--- config.mk ---
export PLATFORM = sky130hd
export DESIGN_NAME = imu_mab_cell
export DESIGN_NICKNAME = d
export VERILOG_FILES = /design/src/hw/rtl/imu_mab_pkg.sv /design/src/hw/rtl/imu_mab_cell.sv
export SDC_FILE = /design/constraint.sdc
export NUM_CORES = 1
export LEC_CHECK = 0
export BUFFER_PORTS_ARGS = -buffer_cell sky130_fd_sc_hd__buf_2
export CAP_MARGIN = 20
export CORE_UTILIZATION = 46
export CTS_BUF_LIST = sky130_fd_sc_hd__clkbuf_2
export CTS_CLUSTER_SIZE = 28
export DETAILED_ROUTE_END_ITERATION = 16
export MAX_ROUTING_LAYER = met4
export PLACE_DENSITY = 0.86
export SETUP_SLACK_MARGIN = 0.2
export SLEW_MARGIN = 5
export SYNTH_ARGS = -nofsm -noshare
export SYNTH_HDL_FRONTEND = slang
export SYNTH_SLANG_ARGS = --single-unit
--- constraint.sdc ---
create_clock -name clk -period 1 [get_ports clk]
set_input_delay 0.15 -clock clk [delete_from_list [all_inputs] [get_ports clk]]
set_output_delay 0.15 -clock clk [all_outputs]
set_load 0.02 [all_outputs]
--- src/hw/rtl/imu_mab_pkg.sv ---
// ----------------------------------------------------------------------------
// IMU moving average package
// Shared sizes, types and codes for the IMU moving average and gyro bias
// calibration block.
// ----------------------------------------------------------------------------
package imu_mab_pkg;

  // Boxcar window length, 2 to 64 samples.
  localparam int WINDOW      = 10;
  // Samples in one gyro calibration run, 1 to 65535.
  localparam int CAL_SAMPLES = 5000;

  localparam int NCHAN    = 6;
  localparam int NGYRO    = 3;
  localparam int SAMPLE_W = 16;

  // A window sum of full-scale samples needs log2(WINDOW) bits of growth.
  localparam int SUM_W = SAMPLE_W + $clog2(WINDOW);
  // A calibration sum of CAL_SAMPLES full-scale outputs.
  localparam int ACC_W = SAMPLE_W + $clog2(CAL_SAMPLES);
  localparam int CNT_W = $clog2(CAL_SAMPLES + 1);

  // Reciprocal of the window length, scaled by 2^SUM_W and rounded down.
  localparam logic [SUM_W-1:0] MEAN_RECIP = SUM_W'((64'd1 << SUM_W) / WINDOW);
  localparam logic [SUM_W-1:0] WINDOW_V   = SUM_W'(WINDOW);

  typedef logic signed [SAMPLE_W-1:0] sample_t;
  typedef logic signed [SUM_W-1:0]    sum_t;
  typedef logic signed [ACC_W-1:0]    acc_t;

  typedef enum logic {
    OP_SAMPLE = 1'b0,
    OP_START  = 1'b1
  } op_t;

  typedef struct packed {
    logic load_mul;
    logic load_quo;
  } mean_en_t;

  typedef struct packed {
    logic busy;
    logic done;
  } div_stat_t;

endpackage

--- src/hw/rtl/imu_mab_cell.sv ---
// ----------------------------------------------------------------------------
// IMU moving average window cell
// One slot of the sample window: holds one reading of every channel and
// passes it on to the next cell when a new sample comes in.
// ----------------------------------------------------------------------------
module imu_mab_cell (
  input  logic                clk,
  input  logic                rst_n,
  input  logic                shift_i,
  input  imu_mab_pkg::sample_t d_i [imu_mab_pkg::NCHAN],
  output imu_mab_pkg::sample_t q_o [imu_mab_pkg::NCHAN]
);
  import imu_mab_pkg::*;

  sample_t slot_r [NCHAN];

  // The window starts out full of zeros, so the cell resets to zero.
  always_ff @(posedge clk) begin
    if (!rst_n) begin
      for (int c = 0; c < NCHAN; c++) begin
        slot_r[c] <= '0;
      end
    end else if (shift_i) begin
      for (int c = 0; c < NCHAN; c++) begin
        slot_r[c] <= d_i[c];
      end
    end
  end

  assign q_o = slot_r;

endmodule

==> flow_metrics.tcl <==
set metrics [dict create \
    cts_sinks 96 \
    reg2reg_slack_ns 0.01 \
    ys_seq_elements 96 \
    row_count 32 \
    antenna_found_initial 0 \
    worstSkewPairLatency_ns 0.56 \
    netlist_top_cells_area "dfxtp_1, mux2i_1, nor2b_1, buf_12, buf_4" \
    clock_skew_ns 0 \
    hold_path_depth 3 \
    p_per_area_nw_per_um2 1221 \
    dp_hpwl_mm 5.908 \
    r2r_start "q_o[82]" \
    synthTopCellsByCount "dfxtp_1, mux2i_1, nor2b_1" \
    finalHoldViolations 0 \
    end_kind "output pin" \
    status "finished, violations left" \
    grt-ovfl-total 0 \
    dieArea_sq_um 8322 \
    grt_setup_unrepaired "yes" \
    antennaDiodeCount 0 \
    ys_seq_area_frac 0.5248 \
    fin_ws_ns -0.2543 \
    area_delta_synth_final_pct 87.02 \
    power_mw 8.362 \
    start_util 0.4739 \
    fin_crit_ns 1.254 \
    drtIter0Drc 175 \
    largest_register_ffs 96 \
    place_congestion 0.7730 \
    die_w_um 91.23 \
    synth_ff_type "dfxtp_1" \
    yosys.area.top_type "dfxtp_1" \
    cp-endpoint "q_o[94]" \
    netlist.area_leader.share 0.5248 \
    grt_pass1_wl_mm 19.21 \
    worstSetupStartpoint "q_o[94]" \
    r2r_cells 3 \
    drc 0 \
    cts_buffers 9 \
    clock.fmax_mhz 797.2 \
    r2r-end "q_o[82]" \
    vias 3723 \
    viasPerCell 5.004 \
    cts_tree "built" \
    critPathRequiredTime_ns 0.85 \
    cpMaxStageDelayCell "dfxtp_2" \
    dpl-instance-area_sq_um 4732 \
    ir_drop_v 0.0007929 \
    ys_types 8 \
    setup_violations 97 \
    htree_levels 3 \
    critPathKind "reg -> out" \
    path_clk_slew_ns 0.28 \
    worst_pin_slew_ns 0.4693 \
    final_cell_area_sq_um 6849 \
    grt_start_max_net_pins 58 \
    cp_max_fo 2 \
    routed_wl_mm 14.67 \
    max_slew_margin 0.6861 \
    drtPass1Iterations 4 \
    port_buffers 194 \
    maxCapViolations 0 \
    drive_gt1_frac 0.5545 \
    path_buf_inv 1 \
    syn-instance-count 309 \
    synth-edff-count 0 \
    postRouteAntennaNets 0 \
    routedWlPerCell_um 19.72 \
    timing.final.crit_share 1.254 \
    async_flop_share 0 \
    final_max_slew_viol_count 0 \
    path_depth 1 \
    cts-root-buf "clkbuf_2" \
    core_sq_um 7727 \
    startpoint_type "flip-flop" \
    cp_cell_sequence "buf_6" \
    cts_buffer_depth 2 \
    power.leakage_nw 3.241 \
    arrival_ns 1.10 \
    die_y_um 91.23 \
    hp-class "in -> reg" \
    track_usage 0.3106 \
    path_delay_family "flip-flops" \
    max_stage_delay_ns 0.43 \
    avgSynthCellArea_sq_um 11.85 \
    ys_warn_count 0 \
    synth_area_sq_um 3662 \
    syn-num-nets 408 \
    violations "negative setup slack" \
    grt_pass1_vias 3790 \
    final_nets 736 \
    ios 195 \
]
cells by family (layout without fill, tap and decap cells):
family	Yosys count	in the layout	synth area share
buffers and inverters	21	354	0.04885
DFF	96	96	0.5248
muxes	96	96	0.2624
and+or+nand+nor	96	96	0.1640
routing by layer:
layer  global-route usage  up-vias  share of wire
met5                    -        -              0
met4               0.1587        0          0.042
met3              0.06616       52          0.067
met2               0.5688      212           0.53
met1               0.3094     1785           0.36
li1                     -     1674              -
how the worst min path moves through the flow:
stage | endpoint | from | slack, ns
after global routing | q_o[4] | rst_n | 0.07
after global placement | q_o[23] | d_i[23] | 0.40
after floorplan | q_o[15] | d_i[15] | 0.32
after CTS | q_o[11] | rst_n | 0.00009
after detailed placement | q_o[81] | d_i[81] | 0.41
final | q_o[4] | rst_n | 0.12
cell usage in the layout, fill, tap and decap left out:
cell	n
buf_2	97
mux2i_1	87
buf_12	4
mux2i_2	9
clkbuf_2	10
clkinv_2	3
dlygate4sd3_1	103
nor2b_1	96
buf_4	35
bufinv_16	1
dfxtp_2	96
clkinvlp_4	2
buf_6	99
what timing repair did:
item | CTS | global route
pin swaps | 0 | 0
hold buffers | 96 | 7
gates resized for setup | 288 | 12
hold endpoints to repair | 96 | 4
endpoints found under the setup margin | 96 | 99
buffers inserted | 5 | 23
worst min-delay path: cells and delay by family:
family | cells | cell delay, ns
and+or+nand+nor | 1 | 0.18
buffers and inverters | 2 | 0.35
stage by stage:
step	setup WS (ns)	utilization	setup TNS (ns)	hold slack, ns	std cells
6_report	-0.2543	0.8863	-19.98	0.1154	744
5_1_grt	-0.3251	0.8863	-26.49	0.06917	744
4_1_cts	-0.2582	0.8491	-21.64	0.00008576	714
3_5_place_dp	-0.01378	0.6124	-0.03356	0.4150	597
3_3_place_gp	0.02806	0.6124	0	0.4043	597
2_1_floorplan	0.1518	-	0	0.3195	309
report_power, final:
part           total, mW  switching (mW)  internal (mW)
clock               1.87            1.30          0.572
combinational       2.19           0.950           1.24
sequential          4.30           0.192           4.11
total               8.36            2.44           5.92
layout make-up:
type | instances | area, sq um
clock buffer | 10 | 50.05
clock inverter | 6 | 60.06
fill | 319 | 878.3
multi-input combinational | 192 | 1595
sequential | 96 | 2042
tap | 102 | 127.6
timing repair buffer | 338 | 2974
Power figures use the tool's default switching activity.
