[config.mk]
export PLATFORM = sky130hd
export DESIGN_NAME = imu_mab_bias_div
export DESIGN_NICKNAME = d
export VERILOG_FILES = /design/src/hw/rtl/imu_mab_pkg.sv /design/src/hw/rtl/imu_mab_bias_div.sv
export SDC_FILE = /design/constraint.sdc
export NUM_CORES = 1
export LEC_CHECK = 0
export BUFFER_PORTS_ARGS = -buffer_cell sky130_fd_sc_hd__buf_4
export CAP_MARGIN = 20
export CORE_MARGIN = 2
export CORE_UTILIZATION = 40
export CTS_BUF_LIST = sky130_fd_sc_hd__clkbuf_8 sky130_fd_sc_hd__clkbuf_16
export CTS_CLUSTER_DIAMETER = 120
export DETAILED_ROUTE_END_ITERATION = 10
export PLACE_DENSITY_LB_ADDON = 0.05
export SLEW_MARGIN = 0
export SYNTH_ARGS = -nofsm -noshare
export SYNTH_HDL_FRONTEND = slang
export SYNTH_SLANG_ARGS = --single-unit
[constraint.sdc]
create_clock -name clk -period 19 [get_ports clk]
set_input_delay 1.9 -clock clk [delete_from_list [all_inputs] [get_ports clk]]
set_output_delay 1.9 -clock clk [all_outputs]
set_load 0.02 [all_outputs]
[src/hw/rtl/imu_mab_pkg.sv]
// ----------------------------------------------------------------------------
// IMU moving average package
// Shared sizes, types and codes for the IMU moving average and gyro bias
// calibration block.
// ----------------------------------------------------------------------------
package imu_mab_pkg;

  // Boxcar window length, 2 to 64 samples.
  localparam int WINDOW      = 10;
  // Samples in one gyro calibration run, 1 to 65535.
  localparam int CAL_SAMPLES = 5000;

  localparam int NCHAN    = 6;
  localparam int NGYRO    = 3;
  localparam int SAMPLE_W = 16;

  // A window sum of full-scale samples needs log2(WINDOW) bits of growth.
  localparam int SUM_W = SAMPLE_W + $clog2(WINDOW);
  // A calibration sum of CAL_SAMPLES full-scale outputs.
  localparam int ACC_W = SAMPLE_W + $clog2(CAL_SAMPLES);
  localparam int CNT_W = $clog2(CAL_SAMPLES + 1);

  // Reciprocal of the window length, scaled by 2^SUM_W and rounded down.
  localparam logic [SUM_W-1:0] MEAN_RECIP = SUM_W'((64'd1 << SUM_W) / WINDOW);
  localparam logic [SUM_W-1:0] WINDOW_V   = SUM_W'(WINDOW);

  typedef logic signed [SAMPLE_W-1:0] sample_t;
  typedef logic signed [SUM_W-1:0]    sum_t;
  typedef logic signed [ACC_W-1:0]    acc_t;

  typedef enum logic {
    OP_SAMPLE = 1'b0,
    OP_START  = 1'b1
  } op_t;

  typedef struct packed {
    logic load_mul;
    logic load_quo;
  } mean_en_t;

  typedef struct packed {
    logic busy;
    logic done;
  } div_stat_t;

endpackage

[src/hw/rtl/imu_mab_bias_div.sv]
// ----------------------------------------------------------------------------
// IMU gyro bias divider
// Turns a calibration sum into a bias by multiplying with the reciprocal of
// the run length and correcting the estimate by one, truncating toward zero
// and wrapping to 16 bits.
// ----------------------------------------------------------------------------
module imu_mab_bias_div (
  input  logic                   clk,
  input  logic                   rst_n,
  input  logic                   start_i,
  input  imu_mab_pkg::acc_t      dividend_i,
  output imu_mab_pkg::div_stat_t stat_o,
  output imu_mab_pkg::sample_t   quot_o
);
  import imu_mab_pkg::*;

  // The quotient of a full-scale sum never needs more than SAMPLE_W + 1 bits.
  localparam int RECIP_W = SAMPLE_W + 1;
  localparam int PROD_W  = ACC_W + RECIP_W;
  // Reciprocal of the run length, scaled by 2^ACC_W and rounded down.
  localparam logic [RECIP_W-1:0] CAL_RECIP =
    RECIP_W'((64'd1 << ACC_W) / CAL_SAMPLES);
  localparam logic [ACC_W-1:0]   DIVISOR   = ACC_W'(CAL_SAMPLES);

  logic               busy_r, busy_nxt;
  logic               mul_r, mul_nxt;
  logic               fix_r, fix_nxt;
  logic               done_r, done_nxt;
  logic [ACC_W-1:0]   mag_r;
  logic               neg_r;
  logic [PROD_W-1:0]  prod_r;
  sample_t            quot_r;

  logic [RECIP_W-1:0] q_est;
  logic [ACC_W-1:0]   rem;
  logic [RECIP_W-1:0] quo;

  // The estimate is never above the true quotient and at most one below it.
  assign q_est = prod_r[PROD_W-1:ACC_W];
  assign rem   = mag_r - ACC_W'(q_est * DIVISOR);
  assign quo   = (rem >= DIVISOR) ? q_est + RECIP_W'(1) : q_est;

  // Busy stays high through the cycle that presents the result, so the
  // caller sees the new quotient before anything else may proceed.
  always_comb begin
    busy_nxt = busy_r;
    mul_nxt  = 1'b0;
    fix_nxt  = 1'b0;
    done_nxt = 1'b0;
    if (start_i) begin
      busy_nxt = 1'b1;
      mul_nxt  = 1'b1;
    end else if (done_r) begin
      busy_nxt = 1'b0;
    end else begin
      fix_nxt  = mul_r;
      done_nxt = fix_r;
    end
  end

  always_ff @(posedge clk) begin
    if (!rst_n) begin
      busy_r <= 1'b0;
      mul_r  <= 1'b0;
      fix_r  <= 1'b0;
      done_r <= 1'b0;
    end else begin
      busy_r <= busy_nxt;
      mul_r  <= mul_nxt;
      fix_r  <= fix_nxt;
      done_r <= done_nxt;
    end
  end

  always_ff @(posedge clk) begin
    if (start_i) begin
      mag_r <= dividend_i[ACC_W-1] ? ACC_W'(-dividend_i) : ACC_W'(dividend_i);
      neg_r <= dividend_i[ACC_W-1];
    end
    if (mul_r) begin
      prod_r <= PROD_W'(mag_r) * PROD_W'(CAL_RECIP);
    end
    if (fix_r) begin
      quot_r <= neg_r ? SAMPLE_W'(-quo) : SAMPLE_W'(quo);
    end
  end

  assign stat_o.busy = busy_r;
  assign stat_o.done = done_r;
  assign quot_o      = quot_r;

endmodule
==> results.sh <==
export IMPL_status="finished, final reports clean"
export IMPL_place_congestion=0.876
export IMPL_synthArstFlopShare_pct=0
export IMPL_avgSynthCellArea_um2=9.93
export IMPL_wirelength_mm=40.4
export IMPL_areaGrowthSynthToFinish_pct=7.68
export IMPL_grt_max_degree=35
export IMPL_critPathKind="register to register"
export IMPL_synth_cell_types=72
export IMPL_clock_sinks=67
export IMPL_io_buffers=49
export IMPL_die_w_um=201
export IMPL_synth_top_cell_area_share_pct=30.8
export IMPL_netlist_instances=1559
export IMPL_avgViaCountPerCell=5.09
export IMPL_grt_setup_unrepaired="false"
export IMPL_cp_slowest_cell="nor4_1"
export IMPL_drt_iter0_drc=573
export IMPL_reg2reg_slack_ns=9.45
export IMPL_fin_crit_sh_pct=50.3
export IMPL_synth_edf_count=63
export IMPL_dpl_hpwl_mm=35.0
export IMPL_numCtsBuffers=9
export IMPL_die_h_um=201
export IMPL_finalSetupTns_ns=0
export IMPL_min_period_ns=9.55
export IMPL_worstSkewPairLatency_ns=0.36
export IMPL_syn_area_um2=15500
export IMPL_yosysSeqAreaShare_pct=12.7
export IMPL_grt_pass1_vias=11300
export IMPL_worst_path_largest_cell_delay_ns=0.87
export IMPL_drive_gt1_share_pct=4.75
export IMPL_dr_pass1_iters=5
export IMPL_cts_buffer_depth=2
export IMPL_start_util_pct=40.3
export IMPL_synth_top_family_by_area="adder cells"
export IMPL_setup_slack_ns=9.45
export IMPL_max_freq_mhz=105
export IMPL_yosysWarningCount=0
export IMPL_reg2reg_depth=32
export IMPL_ctsHoldBuffers=0
export IMPL_holdPathStages=1
export IMPL_path_max_fanout=13
export IMPL_clkTransAtPathRegs_ns=0.07
export IMPL_slew_violations=0
export IMPL_ys_ff_latch=67
export IMPL_core_um2=38500
export IMPL_r2r_end="quot_o[12]$_DFFE_PP_"
export IMPL_min_from="done_r$_SDFF_PP0_"
export IMPL_post_cts_buffers=0
export IMPL_reg2reg_from="prod_r[34]$_DFFE_PP_"
export IMPL_vias=10800
export IMPL_cp_arrival_ns=9.65
export IMPL_maxCapViolations=0
export IMPL_cp_num_buf_inv=5
export IMPL_yosys_area_share_adder_pct=52.8
export IMPL_post_drt_wl_per_cell_um=19.1
export IMPL_clock_skew_ns=0.0156
export IMPL_holdPathEnd="done_r$_SDFF_PP0_"
export IMPL_fp_dieArea_um2=40300
export IMPL_synth_compound_area_share_pct=10.9
export IMPL_synthSimpleGateAreaFrac_pct=8.02
export IMPL_cp_end_kind="register"
export IMPL_cts_tree="yes"
export IMPL_synthFlopType="edfxtp_1"
export IMPL_grtUsageMet2_pct=32.8
export IMPL_cts_root_buf="clkbuf_16"
export IMPL_io_pins=50
export IMPL_rows=72
export IMPL_ant_nets=0
export IMPL_h_tree_depth=3
export IMPL_remaining_drc_errors=0
export IMPL_worstMarginPinSlew_ns=1.04
export IMPL_cpLargestDelayFamily="adder cells"
export IMPL_grt_first_pass_wirelength_mm=65.4
export IMPL_hold_path_class="register to register"
export IMPL_grt_met3_usage_pct=2.22
export IMPL_pre_cts_slack_ns=9.48
export IMPL_cp_start_kind="register"
export IMPL_relSlewSlack_pct=30.0
export IMPL_synth_common_cells="inv_1, ha_1, fa_1"
export IMPL_yosysMostFrequentCell="inv_1"
export IMPL_hold_viol=0
export IMPL_antenna_found_initial=0
export IMPL_synth_mux_area_share_pct=0.129
export IMPL_synth_area_leaders="fa_1, ha_1, edfxtp_1"
export IMPL_synth_fp_nets=2101
export IMPL_top_usage_layer="met2"
export IMPL_fin_nets=2136
export IMPL_post_cts_resize_count=0
export IMPL_grt_use_met1_pct=32.4
export IMPL_grt_total_usage_pct=21.2
export IMPL_overflow=0
export IMPL_synth_largest_area_cell="fa_1"
export IMPL_setup_violations=0
export IMPL_synth_xor_area_share_pct=6.05
export IMPL_cp_required_ns=19.10
==> registers in the layout, summed over array words and instances (netlist names) <==
name / cells
mag_r: 29
prod_r: 17
done_r: 1
busy_r: 1
mul_r: 1
quot_o: 16
neg_r: 1
fix_r: 1
==> placed cells by master (no fill, tap or decap), drive strengths merged, types with 9 or more instances in the layout <==
cell,count
nand2b,12
xor2,28
or4,9
o21ai,49
a211oi,11
and2,9
a21oi,44
nand3,21
clkbuf,11
xnor2,79
nor3,29
a31oi,16
a21o,23
buf,49
ha,272
fa,238
nand2,56
o21a,24
nor2,62
o31ai,10
and3,10
edfxtp,63
nor4,10
inv,358
==> how the worst max path moves through the flow <==
stage               slack (ns)  cells past startpoint              endpoint                 start
global placement          9.71                     35  quot_o[12]$_DFFE_PP_  prod_r[34]$_DFFE_PP_
finish                    9.45                     32  quot_o[12]$_DFFE_PP_  prod_r[34]$_DFFE_PP_
detailed placement        9.48                     35  quot_o[12]$_DFFE_PP_  prod_r[32]$_DFFE_PP_
floorplan                10.57                     38  quot_o[12]$_DFFE_PP_  prod_r[34]$_DFFE_PP_
global route              8.57                     35  quot_o[12]$_DFFE_PP_  prod_r[34]$_DFFE_PP_
CTS                       9.47                     35  quot_o[12]$_DFFE_PP_  prod_r[34]$_DFFE_PP_
==> kinds of logic (layout without fill, tap and decap cells) <==
| group | after synthesis | in the layout |
|---|---|---|
| fa+ha+maj | 510 | 510 |
| buf+inv | 382 | 422 |
| simple gates | 249 | 249 |
| compound gates | 242 | 242 |
| xor+xnor | 107 | 107 |
| flops | 67 | 67 |
| mux | 2 | 2 |
| other cells | 0 | 1 |
==> metrics by stage <==
| step | std cells | utilization, % | area [um2] | hold WS (ns) |
|---|---|---|---|---|
| final | 2118 | 43.3 | 16700 | 0.490 |
| after global routing | 2117 | 43.3 | 16700 | 0.525 |
| after CTS | 2117 | 43.3 | 16700 | 0.485 |
| after detailed placement | 2101 | 42.6 | 16400 | 0.473 |
| after global placement | 2101 | 42.6 | 16400 | 0.476 |
| after floorplan | 1559 | - | 15500 | 0.444 |
==> area by class of cell <==
class | count | area [um2]
fill | 3810 | 21800
multi-input combinational | 1110 | 12100
sequential | 67 | 1970
inverter | 357 | 1340
tap | 518 | 648
timing repair buffer | 49 | 368
clock buffer | 11 | 253
clock inverter | 5 | 28.8
antenna | 1 | 2.50
==> per-layer routing <==
layer	share of wire [%]	up-vias
li1	-	5235
met1	51	5361
met2	45	155
met3	2.9	20
met4	1.0	0
met5	0	-
Power is left out: the tool's default activity adds up to more than one toggle a clock period on the data nets, which glitch-free logic cannot reach.
