--- src/hw/rtl/imu_mab_pkg.sv ---
// ----------------------------------------------------------------------------
// IMU moving average package
// Shared sizes, types and codes for the IMU moving average and gyro bias
// calibration block.
// ----------------------------------------------------------------------------
package imu_mab_pkg;

  // Boxcar window length, 2 to 64 samples.
  localparam int WINDOW      = 10;
  // Samples in one gyro calibration run, 1 to 65535.
  localparam int CAL_SAMPLES = 5000;

  localparam int NCHAN    = 6;
  localparam int NGYRO    = 3;
  localparam int SAMPLE_W = 16;

  // A window sum of full-scale samples needs log2(WINDOW) bits of growth.
  localparam int SUM_W = SAMPLE_W + $clog2(WINDOW);
  // A calibration sum of CAL_SAMPLES full-scale outputs.
  localparam int ACC_W = SAMPLE_W + $clog2(CAL_SAMPLES);
  localparam int CNT_W = $clog2(CAL_SAMPLES + 1);

  // Reciprocal of the window length, scaled by 2^SUM_W and rounded down.
  localparam logic [SUM_W-1:0] MEAN_RECIP = SUM_W'((64'd1 << SUM_W) / WINDOW);
  localparam logic [SUM_W-1:0] WINDOW_V   = SUM_W'(WINDOW);

  typedef logic signed [SAMPLE_W-1:0] sample_t;
  typedef logic signed [SUM_W-1:0]    sum_t;
  typedef logic signed [ACC_W-1:0]    acc_t;

  typedef enum logic {
    OP_SAMPLE = 1'b0,
    OP_START  = 1'b1
  } op_t;

  typedef struct packed {
    logic load_mul;
    logic load_quo;
  } mean_en_t;

  typedef struct packed {
    logic busy;
    logic done;
  } div_stat_t;

endpackage

--- src/hw/rtl/imu_mab_mean.sv ---
// ----------------------------------------------------------------------------
// IMU moving average mean unit
// Divides one window sum by the window length, truncating toward zero, in
// two registered stages: reciprocal multiply, then a one-step correction.
// ----------------------------------------------------------------------------
module imu_mab_mean (
  input  logic                    clk,
  input  imu_mab_pkg::mean_en_t   en_i,
  input  imu_mab_pkg::sum_t       sum_i,
  output imu_mab_pkg::sample_t    avg_o
);
  import imu_mab_pkg::*;

  logic [SUM_W-1:0]   mag;
  logic [2*SUM_W-1:0] prod_r;
  logic [SUM_W-1:0]   mag_r;
  logic               neg_r;
  logic [SUM_W-1:0]   q_est;
  logic [SUM_W-1:0]   q_win;
  logic [SUM_W-1:0]   rem;
  logic [SUM_W-1:0]   quo;
  sample_t            avg_r;

  assign mag = sum_i[SUM_W-1] ? SUM_W'(-sum_i) : SUM_W'(sum_i);

  // The estimate is never above the true quotient and at most one below it.
  assign q_est = prod_r[2*SUM_W-1:SUM_W];
  assign q_win = SUM_W'(q_est * WINDOW_V);
  assign rem   = mag_r - q_win;
  assign quo   = (rem >= WINDOW_V) ? q_est + SUM_W'(1) : q_est;

  always_ff @(posedge clk) begin
    if (en_i.load_mul) begin
      prod_r <= (2*SUM_W)'(mag) * (2*SUM_W)'(MEAN_RECIP);
      mag_r  <= mag;
      neg_r  <= sum_i[SUM_W-1];
    end
    if (en_i.load_quo) begin
      avg_r <= neg_r ? SAMPLE_W'(-quo) : SAMPLE_W'(quo);
    end
  end

  assign avg_o = avg_r;

endmodule

--- config.mk ---
export PLATFORM = sky130hd
export DESIGN_NAME = imu_mab_mean
export DESIGN_NICKNAME = d
export VERILOG_FILES = /design/src/hw/rtl/imu_mab_pkg.sv /design/src/hw/rtl/imu_mab_mean.sv
export SDC_FILE = /design/constraint.sdc
export NUM_CORES = 1
export LEC_CHECK = 0
export BUFFER_PORTS_ARGS = -buffer_cell sky130_fd_sc_hd__buf_2
export CORE_UTILIZATION = 45
export DETAILED_ROUTE_END_ITERATION = 6
export PLACE_DENSITY = 0.61
export SETUP_SLACK_MARGIN = 0.3
export SYNTH_ARGS = -nofsm -noshare
export SYNTH_HDL_FRONTEND = slang
export SYNTH_SLANG_ARGS = --single-unit
--- constraint.sdc ---
create_clock -name clk -period 10.5 [get_ports clk]
set_input_delay 1.05 -clock clk [delete_from_list [all_inputs] [get_ports clk]]
set_output_delay 1.05 -clock clk [all_outputs]
set_load 0.01 [all_outputs]
==> reports/results.tsv, run 1 <==
metric	value	unit
drt_drc_violations_left	13	
firstDrtPassIters	7	
core.rowCount	54	
ctsRootBufferMaster	sky130_fd_sc_hd__clkbuf_16	
crit_top_cell	sky130_fd_sc_hd__fa_1	
critical-path-max-stage-delay	570	ps
post-route-worst-setup-slack	2232	ps
max_cap_violations	0	
number_of_global_route_vias_before_repair	7688	
starting_density	46.04	%
yosys_register_bits	53	
finalMaxSlewViolations	0	
postLayoutCellArea	10710	µm²
timing.clock.skew	6.767	ps
vias	7209	
cts_buffers	5	
post_cts.resized_instances	0	
final.period_utilization	78.75	%
clk_latency	290	ps
floorplan.die_area	23070	µm²
gr-usage-all-layers	20.92	%
synth_top_cell_area_share	24.38	%
drt.antenna.violating_nets	0	
critical_path.slowest_cell	sky130_fd_sc_hd__fa_1	
maxClockFrequency	120.9	MHz
layout_common_cells	sky130_fd_sc_hd__inv_1 (218), sky130_fd_sc_hd__ha_1 (197), sky130_fd_sc_hd__fa_1 (110), sky130_fd_sc_hd__xnor2_1 (60), sky130_fd_sc_hd__edfxtp_1 (53)	
maximum_root_to_sink_buffer_count	2	
pin_count	39	
gp_congestion	0.8954	
post_route_cells_drive_above_1_share	6.157	%
ys_dominant_reg_cell	sky130_fd_sc_hd__edfxtp_1	
nNetsFinal	1401	
dieWidth	151.9	µm
area_growth	5.941	%
yosys.area_share.simple	8.527	%
worst-path-max-fanout	5	
combinational_family_with_the_most_area_after_synthesis	adder cells	
yosysUniqueCellTypes	69	
xor_xnor_cell_area_share_of_the_yosys_netlist	7.277	%
most_common_library_cell_in_the_layout_ignoring_fill_and_taps	sky130_fd_sc_hd__inv_1	
post_placement_worst_setup_slack	2026	ps
min_path_type	reg -> reg	
post_synthesis_net_count	1372	
post_synthesis_async_set_or_reset_flop_share	0	%
unrepaired_setup_endpoints_after_global_routing	false	
max_slew.worst_pin.slew	766.9	ps
cts-hold-fix-buffers	0	
worst_hold_slack	814.5	ps
synth-seq-area-share	15.74	%
detailedPlacementHpwl	19.92	mm
area_fraction_in_compound_gates_after_synthesis	12.26	%
netlist_instances	1042	
period_minus_slack	8268	ps
critical_path.endpoint_type	flop	
timing.reg2reg.worst_path_depth	27	
min_delay_path_depth	2	
cts.sink_count	53	
violations_in_the_final_reports	design-rule violations	
fin_setup_tns	0	ps
detailedRoute.firstIterationViolations	366	
grt_overflow	0	
run_status	complete, but fails checks	
timing.slew.headroom	48.50	%
netlist_area	10110	µm²
hold_viol_final	0	
antennaDiodeCount	0	
synth.avg_cell_area	9.702	µm²
height_of_the_die	151.9	µm
wl	22.17	mm
number_of_buffers_added_for_setup_after_cts	0	
setup_viol	0	
arithmetic_cell_share_of_the_synthesized_area_counting_full_adders_half_adders_and_majority_gates	46.16	%
cts.htree.levels	2	
critical_path_arrival	8300	ps
synth_warnings	0	
cts_tree	yes	
detail_route.vias_per_cell	5.332	
antenna_found_initial	0	
worst_setup_hold_path_clk_slew	70	ps
design.core.area	21960	µm²
crit_path_start_kind	primary input	
drt-wirelength-per-cell	16.39	µm
grt_first_pass_wirelength	38.30	mm
grt_start_max_net_pins	38	
worstSetupPathType	in -> reg	
worstPathRequired	10530	ps
number_of_synthesized_flops_with_an_enable_pin	53	
netlist_top_cells_area	sky130_fd_sc_hd__ha_1 (24%), sky130_fd_sc_hd__fa_1 (22%), sky130_fd_sc_hd__edfxtp_1 (16%), sky130_fd_sc_hd__inv_1 (8.1%), sky130_fd_sc_hd__xnor2_1 (5.2%)	
yosys-mux-area-fraction	1.040	%
io_buffers	38	
place_area	10560	µm²
synth.largest_area_cell	sky130_fd_sc_hd__ha_1	
cells in the mapped netlist, types with 7 or more instances:
master and number:
sky130_fd_sc_hd__inv_1 218, sky130_fd_sc_hd__ha_1 197, sky130_fd_sc_hd__fa_1 110, sky130_fd_sc_hd__xnor2_1 60
sky130_fd_sc_hd__edfxtp_1 53, sky130_fd_sc_hd__a21oi_1 48, sky130_fd_sc_hd__nand2_1 45, sky130_fd_sc_hd__nor2_1 35
sky130_fd_sc_hd__o21ai_0 34, sky130_fd_sc_hd__xor2_1 24, sky130_fd_sc_hd__nand3_1 16, sky130_fd_sc_hd__a21o_1 15
sky130_fd_sc_hd__nand2b_1 10, sky130_fd_sc_hd__nor3_1 10, sky130_fd_sc_hd__o21a_1 10, sky130_fd_sc_hd__nand4_1 9
sky130_fd_sc_hd__o21bai_1 9, sky130_fd_sc_hd__o31ai_1 9, sky130_fd_sc_hd__a31oi_1 7, sky130_fd_sc_hd__clkbuf_1 7
sky130_fd_sc_hd__nor2b_1 7
per-stage QoR:
step           std cells  utilization [%]
6_report            1352            48.77
5_1_grt             1352            48.77
4_1_cts             1352            48.77
3_5_place_dp        1344            48.09
3_3_place_gp        1344            48.09
2_1_floorplan       1042                -
critical path, delay by kind of cell:
kind / cells / cell delay [ps]
AOI/OAI and AO/OA: 8 / 2020
xor gates and xnor gates: 2 / 630
adders and majority gates: 7 / 3200
buffers and inverters: 4 / 340
and+or+nand+nor: 4 / 1050
per-layer routing:
| metal | GRT usage (%) | part of all wire, % | vias to the layer above |
|---|---|---|---|
| met3 | 1.711 | 3.1 | 19 |
| met4 | 4.130 | 1.4 | 0 |
| li1 | - | - | 3591 |
| met1 | 28.04 | 46 | 3485 |
| met5 | 0 | 0 | - |
| met2 | 37.06 | 49 | 114 |
layout make-up:
class	count	area [µm²]
Fill cell	2108	11250
Multi-Input combinational cell	755	7610
Sequential cell	53	1592
Inverter	218	818.3
Tap cell	280	350.3
Timing Repair Buffer	38	190.2
Clock buffer	5	125.1
Clock inverter	3	25.02
state kept, by name, indices dropped and copies added, names as in the netlist:
name,count
neg_r,1
mag_r,19
prod_r,17
avg_o,16
cells by family (layout without fill, tap and decap cells):
group                    count (synthesis)  in the layout
adder cells (fa/ha/maj)                307            307
buffers and inverters                  234            264
AO/OA/AOI/OAI                          184            184
AND/OR/NAND/NOR                        170            170
XOR/XNOR                                84             84
flip-flops                              53             53
multiplexers                            10             10
path summary, 6_finish.rpt:
check | from | to | slack [ps]
max | sum_i[3] | prod_r[27] | 2230
min | prod_r[35] | avg_o[15] | 810
max reg2reg | prod_r[23] | avg_o[12] | 3480
min reg2reg | prod_r[35] | avg_o[15] | 810
Power of run 1 is left out: the tool's default activity adds up to more than one toggle a clock period on the data nets, which glitch-free logic cannot reach.
==> inputs of run 2 (changes only) <==
--- a/config.mk
+++ b/config.mk
@@ -8,7 +8,7 @@
 export BUFFER_PORTS_ARGS = -buffer_cell sky130_fd_sc_hd__buf_2
 export CORE_UTILIZATION = 45
 export DETAILED_ROUTE_END_ITERATION = 6
-export PLACE_DENSITY = 0.61
+export PLACE_DENSITY = 0.63
 export SETUP_SLACK_MARGIN = 0.3
 export SYNTH_ARGS = -nofsm -noshare
 export SYNTH_HDL_FRONTEND = slang
==> constraint.sdc (replaced) <==
create_clock -name clk -period 7.6 [get_ports clk]
set_input_delay 0.76 -clock clk [delete_from_list [all_inputs] [get_ports clk]]
set_output_delay 0.76 -clock clk [all_outputs]
set_load 0.01 [all_outputs]
==> run 2 against run 1 <==
Compared with the run above: the flow still finishes with violations (design-rule violations); cell count rose by 4.7%; worst hold slack worse by 42 ps; via count rose by 4.4%; non-clock buffer count up 63; clock skew is 6.7 ps higher; core utilization is 3.2 points higher; setup slack got worse by 1700 ps; first-iteration DRC count down 12%; highest routed layer unchanged.
==> reports/results.tsv, run 2 (synthesis results as in run 1) <==
metric	value	unit	change
violations_in_the_final_reports	design-rule violations		
detailedPlacementHpwl	20.59	mm	+3.4%
cts-hold-fix-buffers	0		unchanged
min_delay_path_depth	2		unchanged
layout_common_cells	sky130_fd_sc_hd__inv_1 (218), sky130_fd_sc_hd__ha_1 (196), sky130_fd_sc_hd__fa_1 (110), sky130_fd_sc_hd__buf_4 (63), sky130_fd_sc_hd__edfxtp_1 (53)		
grt_start_max_net_pins	38		unchanged
max_slew.worst_pin.slew	813.8	ps	+46.93 ps
worstPathRequired	7650	ps	-2880 ps
cts.sink_count	53		unchanged
cts_buffers	5		unchanged
nNetsFinal	1464		+4.5%
worst-path-max-fanout	4		-1
height_of_the_die	151.9	µm	unchanged
io_buffers	38		unchanged
worst-r2r-setup-slack	810	ps	-2670 ps
floorplan.die_area	23070	µm²	unchanged
fin_util	52.02	%	+3.2 points
largest_register_by_flop_count	mag_r		
timing.reg2reg.worst_path_depth	27		unchanged
detailedRoute.firstIterationViolations	323		-12%
wl	23.40	mm	+5.6%
critical_path.endpoint_type	flop		
final.period_utilization	93.46	%	
largest_register_ffs	19		unchanged
worstSetupPathType	in -> reg		
critical_path_arrival	7150	ps	-1150 ps
maxClockFrequency	140.8	MHz	
critical-path-max-stage-delay	540	ps	-30 ps
number_of_global_route_vias_before_repair	7876		+2.4%
regToRegEndpoint	avg_o[14]		
firstDrtPassIters	7		unchanged
antenna_found_initial	0		unchanged
worstHoldEndpoint	avg_o[15]		
timing.slew.headroom	45.74	%	-2.8 points
drt_drc_violations_left	10		-3
beginning_of_the_worst_register_to_register_path	prod_r[21]		
unrepaired_setup_endpoints_after_global_routing	true		
hold_start	prod_r[35]		
pin_count	39		unchanged
post_route_cells_drive_above_1_share	14.54	%	+8.4 points
starting_density	46.04	%	unchanged
most_common_library_cell_in_the_layout_ignoring_fill_and_taps	sky130_fd_sc_hd__inv_1		
design.core.area	21960	µm²	unchanged
cts_tree	yes		
detail_route.vias_per_cell	5.319		-0.25%
period_minus_slack	7103	ps	
clk_latency	300	ps	about the same
fin_setup_tns	0	ps	unchanged
gr-usage-all-layers	21.59	%	+0.67 points
maximum_root_to_sink_buffer_count	2		unchanged
timing.clock.skew	13.45	ps	+6.680 ps
worst_setup_hold_path_clk_slew	80	ps	about the same
run_status	complete, but fails checks		
drt.antenna.violating_nets	0		unchanged
ctsRootBufferMaster	sky130_fd_sc_hd__clkbuf_16		
hold_viol_final	0		unchanged
crit_path_start_kind	primary input		
dieWidth	151.9	µm	unchanged
setup_viol	0		unchanged
finalMaxSlewViolations	0		unchanged
cts.htree.levels	2		unchanged
vias	7526		+4.4%
grt_first_pass_wirelength	39.34	mm	+2.7%
grt_overflow	0		unchanged
drt-wirelength-per-cell	16.54	µm	+0.88%
antennaDiodeCount	0		unchanged
core.rowCount	54		unchanged
min_path_type	reg -> reg		
gp_congestion	0.9048		+1.0%
area_growth	13.00	%	
critical_path.slowest_cell	sky130_fd_sc_hd__fa_1		
max_cap_violations	0		unchanged
[run 2: cell count changes in the layout (fill, tap and decap cells not counted), moves of 3 or more]
cell	change
sky130_fd_sc_hd__buf_4	+63
sky130_fd_sc_hd__xnor2_1	-8
sky130_fd_sc_hd__xnor2_2	+7
sky130_fd_sc_hd__o21ai_0	-5
sky130_fd_sc_hd__o31ai_1	-4
sky130_fd_sc_hd__a21oi_1	-3
sky130_fd_sc_hd__a21oi_2	+3
sky130_fd_sc_hd__o21ai_1	+3
sky130_fd_sc_hd__o31ai_2	+3
[run 2: stage by stage]
step           instances  cell area [µm²]  worst slack [ps]  hold WS (ps)
2_1_floorplan       1042            10110             460.5         661.0
3_3_place_gp        1397            10960            -33.48         797.3
3_5_place_dp        1397            10960            -73.85         770.3
4_1_cts             1405            11110             295.1         786.2
5_1_grt             1415            11420             140.9         824.4
6_report            1415            11420             496.9         772.4
[run 2: worst max-delay path by stage]
| stage | from | end | slack (ps) |
|---|---|---|---|
| after floorplan | sum_i[3] | prod_r[36] | 460 |
| final | sum_i[2] | prod_r[32] | 500 |
| after global placement | sum_i[3] | prod_r[36] | -30 |
| after global routing | sum_i[2] | prod_r[32] | 140 |
| after CTS | sum_i[3] | prod_r[36] | 300 |
| after detailed placement | sum_i[3] | prod_r[36] | -70 |
[run 2: cell type report]
cell class                      instances  area, µm²
Clock buffer                            5      125.1
Clock inverter                          3      21.27
Fill cell                            1985      10540
Inverter                              218      818.3
Multi-Input combinational cell        755       7854
Sequential cell                        53       1592
Tap cell                              280      350.3
Timing Repair Buffer                  101      663.1
[run 2: critical path: cells and delay by family]
family	cells	cell delay, ps
AND/OR/NAND/NOR	6	1180
buffers and inverters	9	880
adder cells (fa/ha/maj)	7	3120
AO/OA/AOI/OAI	7	870
XOR/XNOR	2	310
[run 2: routing by layer]
layer / part of all wire (%) / up-vias / GRT usage [%] / wire length [µm]
li1: - / 3707 / - / -
met1: 46 / 3669 / 28.99 / 10820
met2: 49 / 128 / 37.70 / 11520
met3: 3.0 / 22 / 1.825 / 705
met4: 1.5 / 0 / 5.199 / 361
met5: 0 / - / 0 / 0
[run 2: what timing repair did]
item	in CTS	in global routing
resized for setup	2	47
setup buffers	0	10
endpoints found under the hold margin	0	0
pin swaps	0	13
setup endpoints to repair	3	19
Power of run 2 is left out for the same reason.
==> inputs of run 3 (changes only) <==
--- a/config.mk
+++ b/config.mk
@@ -9,6 +9,7 @@
 export CORE_UTILIZATION = 45
 export DETAILED_ROUTE_END_ITERATION = 6
 export PLACE_DENSITY = 0.63
+export REMOVE_ABC_BUFFERS = 1
 export SETUP_SLACK_MARGIN = 0.3
 export SYNTH_ARGS = -nofsm -noshare
 export SYNTH_HDL_FRONTEND = slang
==> run 3 against run 2 <==
Compared with the run above: the flow still finishes with violations (design-rule violations); sequential cell count did not move; wire length fell by 1.3%; design area up 0.19%; sequential share of layout area about the same.
==> reports/results.tsv, run 3 (synthesis results as in run 1) <==
metric	value	unit	change
run_status	complete, but fails checks		
violations_in_the_final_reports	design-rule violations		
min_delay_path_depth	2		unchanged
grt_start_max_net_pins	38		unchanged
critical_path_arrival	7160	ps	about the same
height_of_the_die	151.9	µm	unchanged
clk_latency	290	ps	about the same
io_buffers	38		unchanged
design.core.area	21960	µm²	unchanged
largest_register_by_flop_count	mag_r		
post_route_cells_drive_above_1_share	14.82	%	+0.29 points
largest_register_ffs	19		unchanged
routedLengthMet1	10.48	mm	-3.1%
layout_common_cells	sky130_fd_sc_hd__inv_1 (216), sky130_fd_sc_hd__ha_1 (193), sky130_fd_sc_hd__fa_1 (109), sky130_fd_sc_hd__buf_4 (68), sky130_fd_sc_hd__xnor2_1 (54)		
critical_path.slowest_cell	sky130_fd_sc_hd__or4_1		
wl	23.10	mm	-1.3%
drt_drc_violations_left	6		-4
antenna_found_initial	0		unchanged
firstDrtPassIters	7		unchanged
beginning_of_the_worst_register_to_register_path	prod_r[22]		
pin_count	39		unchanged
number_of_global_route_vias_before_repair	7694		-2.3%
cts.htree.levels	2		unchanged
crit_path_start_kind	primary input		
finalMaxSlewViolations	0		unchanged
cts.sink_count	53		unchanged
antennaDiodeCount	0		unchanged
min_path_type	reg -> reg		
vias	7486		-0.53%
cts_buffers	5		unchanged
critical_path.endpoint_type	flop		
core.rowCount	54		unchanged
critical-path-max-stage-delay	590	ps	+50 ps
timing.clock.skew	8.631	ps	-4.816 ps
timing.slew.headroom	49.61	%	+3.9 points
gr-usage-all-layers	21.03	%	-0.56 points
met3WireLength	782	µm	+11%
hold_viol_final	0		unchanged
worst_setup_hold_path_clk_slew	70	ps	about the same
crit_top_cell	sky130_fd_sc_hd__fa_1		
drt.antenna.violating_nets	0		unchanged
timing.critical_path.buf_inv	6		-3
drt-wirelength-per-cell	16.27	µm	-1.6%
worstSetupPathType	in -> reg		
hold_start	prod_r[35]		
grt_first_pass_wirelength	38.38	mm	-2.4%
timing.reg2reg.worst_path_depth	27		unchanged
unrepaired_setup_endpoints_after_global_routing	true		
grt_overflow	0		unchanged
regToRegEndpoint	avg_o[10]		
detail_route.vias_per_cell	5.272		-0.88%
worst-path-max-fanout	5		+1
most_common_library_cell_in_the_layout_ignoring_fill_and_taps	sky130_fd_sc_hd__inv_1		
gp_congestion	0.8937		-1.2%
worst-r2r-setup-slack	820	ps	about the same
met2_length	11.50	mm	-0.18%
detailedRoute.firstIterationViolations	371		+15%
cts_tree	yes		
detailedPlacementHpwl	20.55	mm	-0.19%
ctsRootBufferMaster	sky130_fd_sc_hd__clkbuf_16		
floorplan.die_area	23070	µm²	unchanged
final.period_utilization	93.65	%	+0.19 points
highest_routed_metal_layer	met4		
maximum_root_to_sink_buffer_count	2		unchanged
final.fill_count	1976		-0.45%
post-route-worst-setup-slack	482.5	ps	-14.43 ps
post_placement_worst_setup_slack	-138.8	ps	-64.91 ps
period_minus_slack	7118	ps	+14.43 ps
maxClockFrequency	140.5	MHz	-0.20%
starting_density	46.04	%	unchanged
nNetsFinal	1469		+0.34%
worstHoldEndpoint	avg_o[15]		
dieWidth	151.9	µm	unchanged
max_cap_violations	0		unchanged
path_delay_family	adder cells		
setup_viol	0		unchanged
max_slew.worst_pin.slew	755.9	ps	-57.96 ps
worstPathRequired	7650	ps	about the same
area_growth	13.21	%	
==> run 3: repair_timing <==
action / in CTS / in global routing
endpoints found under the setup margin: 7 / 18
resized for setup: 2 / 48
hold buffers: 0 / 0
pin swaps: 0 / 25
setup buffers: 0 / 8
==> run 3: how the worst max path moves through the flow <==
stage / cells after the start / start / to / slack [ps]
6_report: 28 / sum_i[8] / prod_r[32] / 480
4_1_cts: 25 / sum_i[3] / prod_r[36] / 320
3_5_place_dp: 30 / sum_i[3] / prod_r[32] / -140
3_3_place_gp: 27 / sum_i[3] / prod_r[36] / -120
5_1_grt: 30 / sum_i[2] / prod_r[32] / 190
2_1_floorplan: 26 / sum_i[3] / prod_r[36] / 460
==> run 3: layout make-up <==
| type | instances | area [µm²] | area share (%) |
|---|---|---|---|
| multi-input cells | 755 | 7843 | 68.53 |
| flip-flops and latches | 53 | 1592 | 13.91 |
| inverters | 218 | 818.3 | 7.150 |
| repair buffers | 106 | 700.7 | 6.122 |
| well taps | 280 | 350.3 | 3.061 |
| clock buffers | 5 | 125.1 | 1.093 |
| clock inverters | 3 | 16.27 | 0.1421 |
==> run 3: stage by stage <==
step	instance area [µm²]	std cells	hold slack (ps)	setup TNS [ps]	utilization [%]
floorplan	10020	1026	681.6	0	-
global placement	11010	1404	790.5	-257.8	50.14
detailed placement	11010	1404	822.3	-405.2	50.14
CTS	11160	1412	836.7	0	50.84
global route	11440	1420	865.6	0	52.12
finish	11440	1420	815.9	0	52.12
==> run 3: worst reg2reg max path, cell delays in order (launching register included) <==
cell	delay, ps
sky130_fd_sc_hd__edfxtp_1	580
sky130_fd_sc_hd__ha_1	270
sky130_fd_sc_hd__ha_1	210
sky130_fd_sc_hd__fa_1	400
sky130_fd_sc_hd__a21o_1	180
sky130_fd_sc_hd__a21oi_1	230
sky130_fd_sc_hd__o21bai_1	90
sky130_fd_sc_hd__a21oi_1	230
sky130_fd_sc_hd__o21bai_1	100
sky130_fd_sc_hd__a21oi_1	220
sky130_fd_sc_hd__o21bai_1	100
sky130_fd_sc_hd__a21oi_1	230
sky130_fd_sc_hd__o21ai_0	200
sky130_fd_sc_hd__xnor2_1	240
sky130_fd_sc_hd__ha_1	310
sky130_fd_sc_hd__inv_1	130
sky130_fd_sc_hd__o21ba_2	200
sky130_fd_sc_hd__a21oi_1	90
sky130_fd_sc_hd__nand4b_1	170
sky130_fd_sc_hd__nor4b_1	350
sky130_fd_sc_hd__nand4_1	160
sky130_fd_sc_hd__a211o_1	330
sky130_fd_sc_hd__or2_4	350
sky130_fd_sc_hd__mux2i_1	250
sky130_fd_sc_hd__ha_1	260
sky130_fd_sc_hd__nand4_1	210
sky130_fd_sc_hd__o31ai_1	350
sky130_fd_sc_hd__xnor2_1	100
==> run 3: layer usage <==
layer,global-route usage (%),up-vias
li1,-,3712
met1,27.40,3626
met2,37.74,127
met3,1.882,21
met4,4.810,0
met5,0,-
Power of run 3 is left out for the same reason.
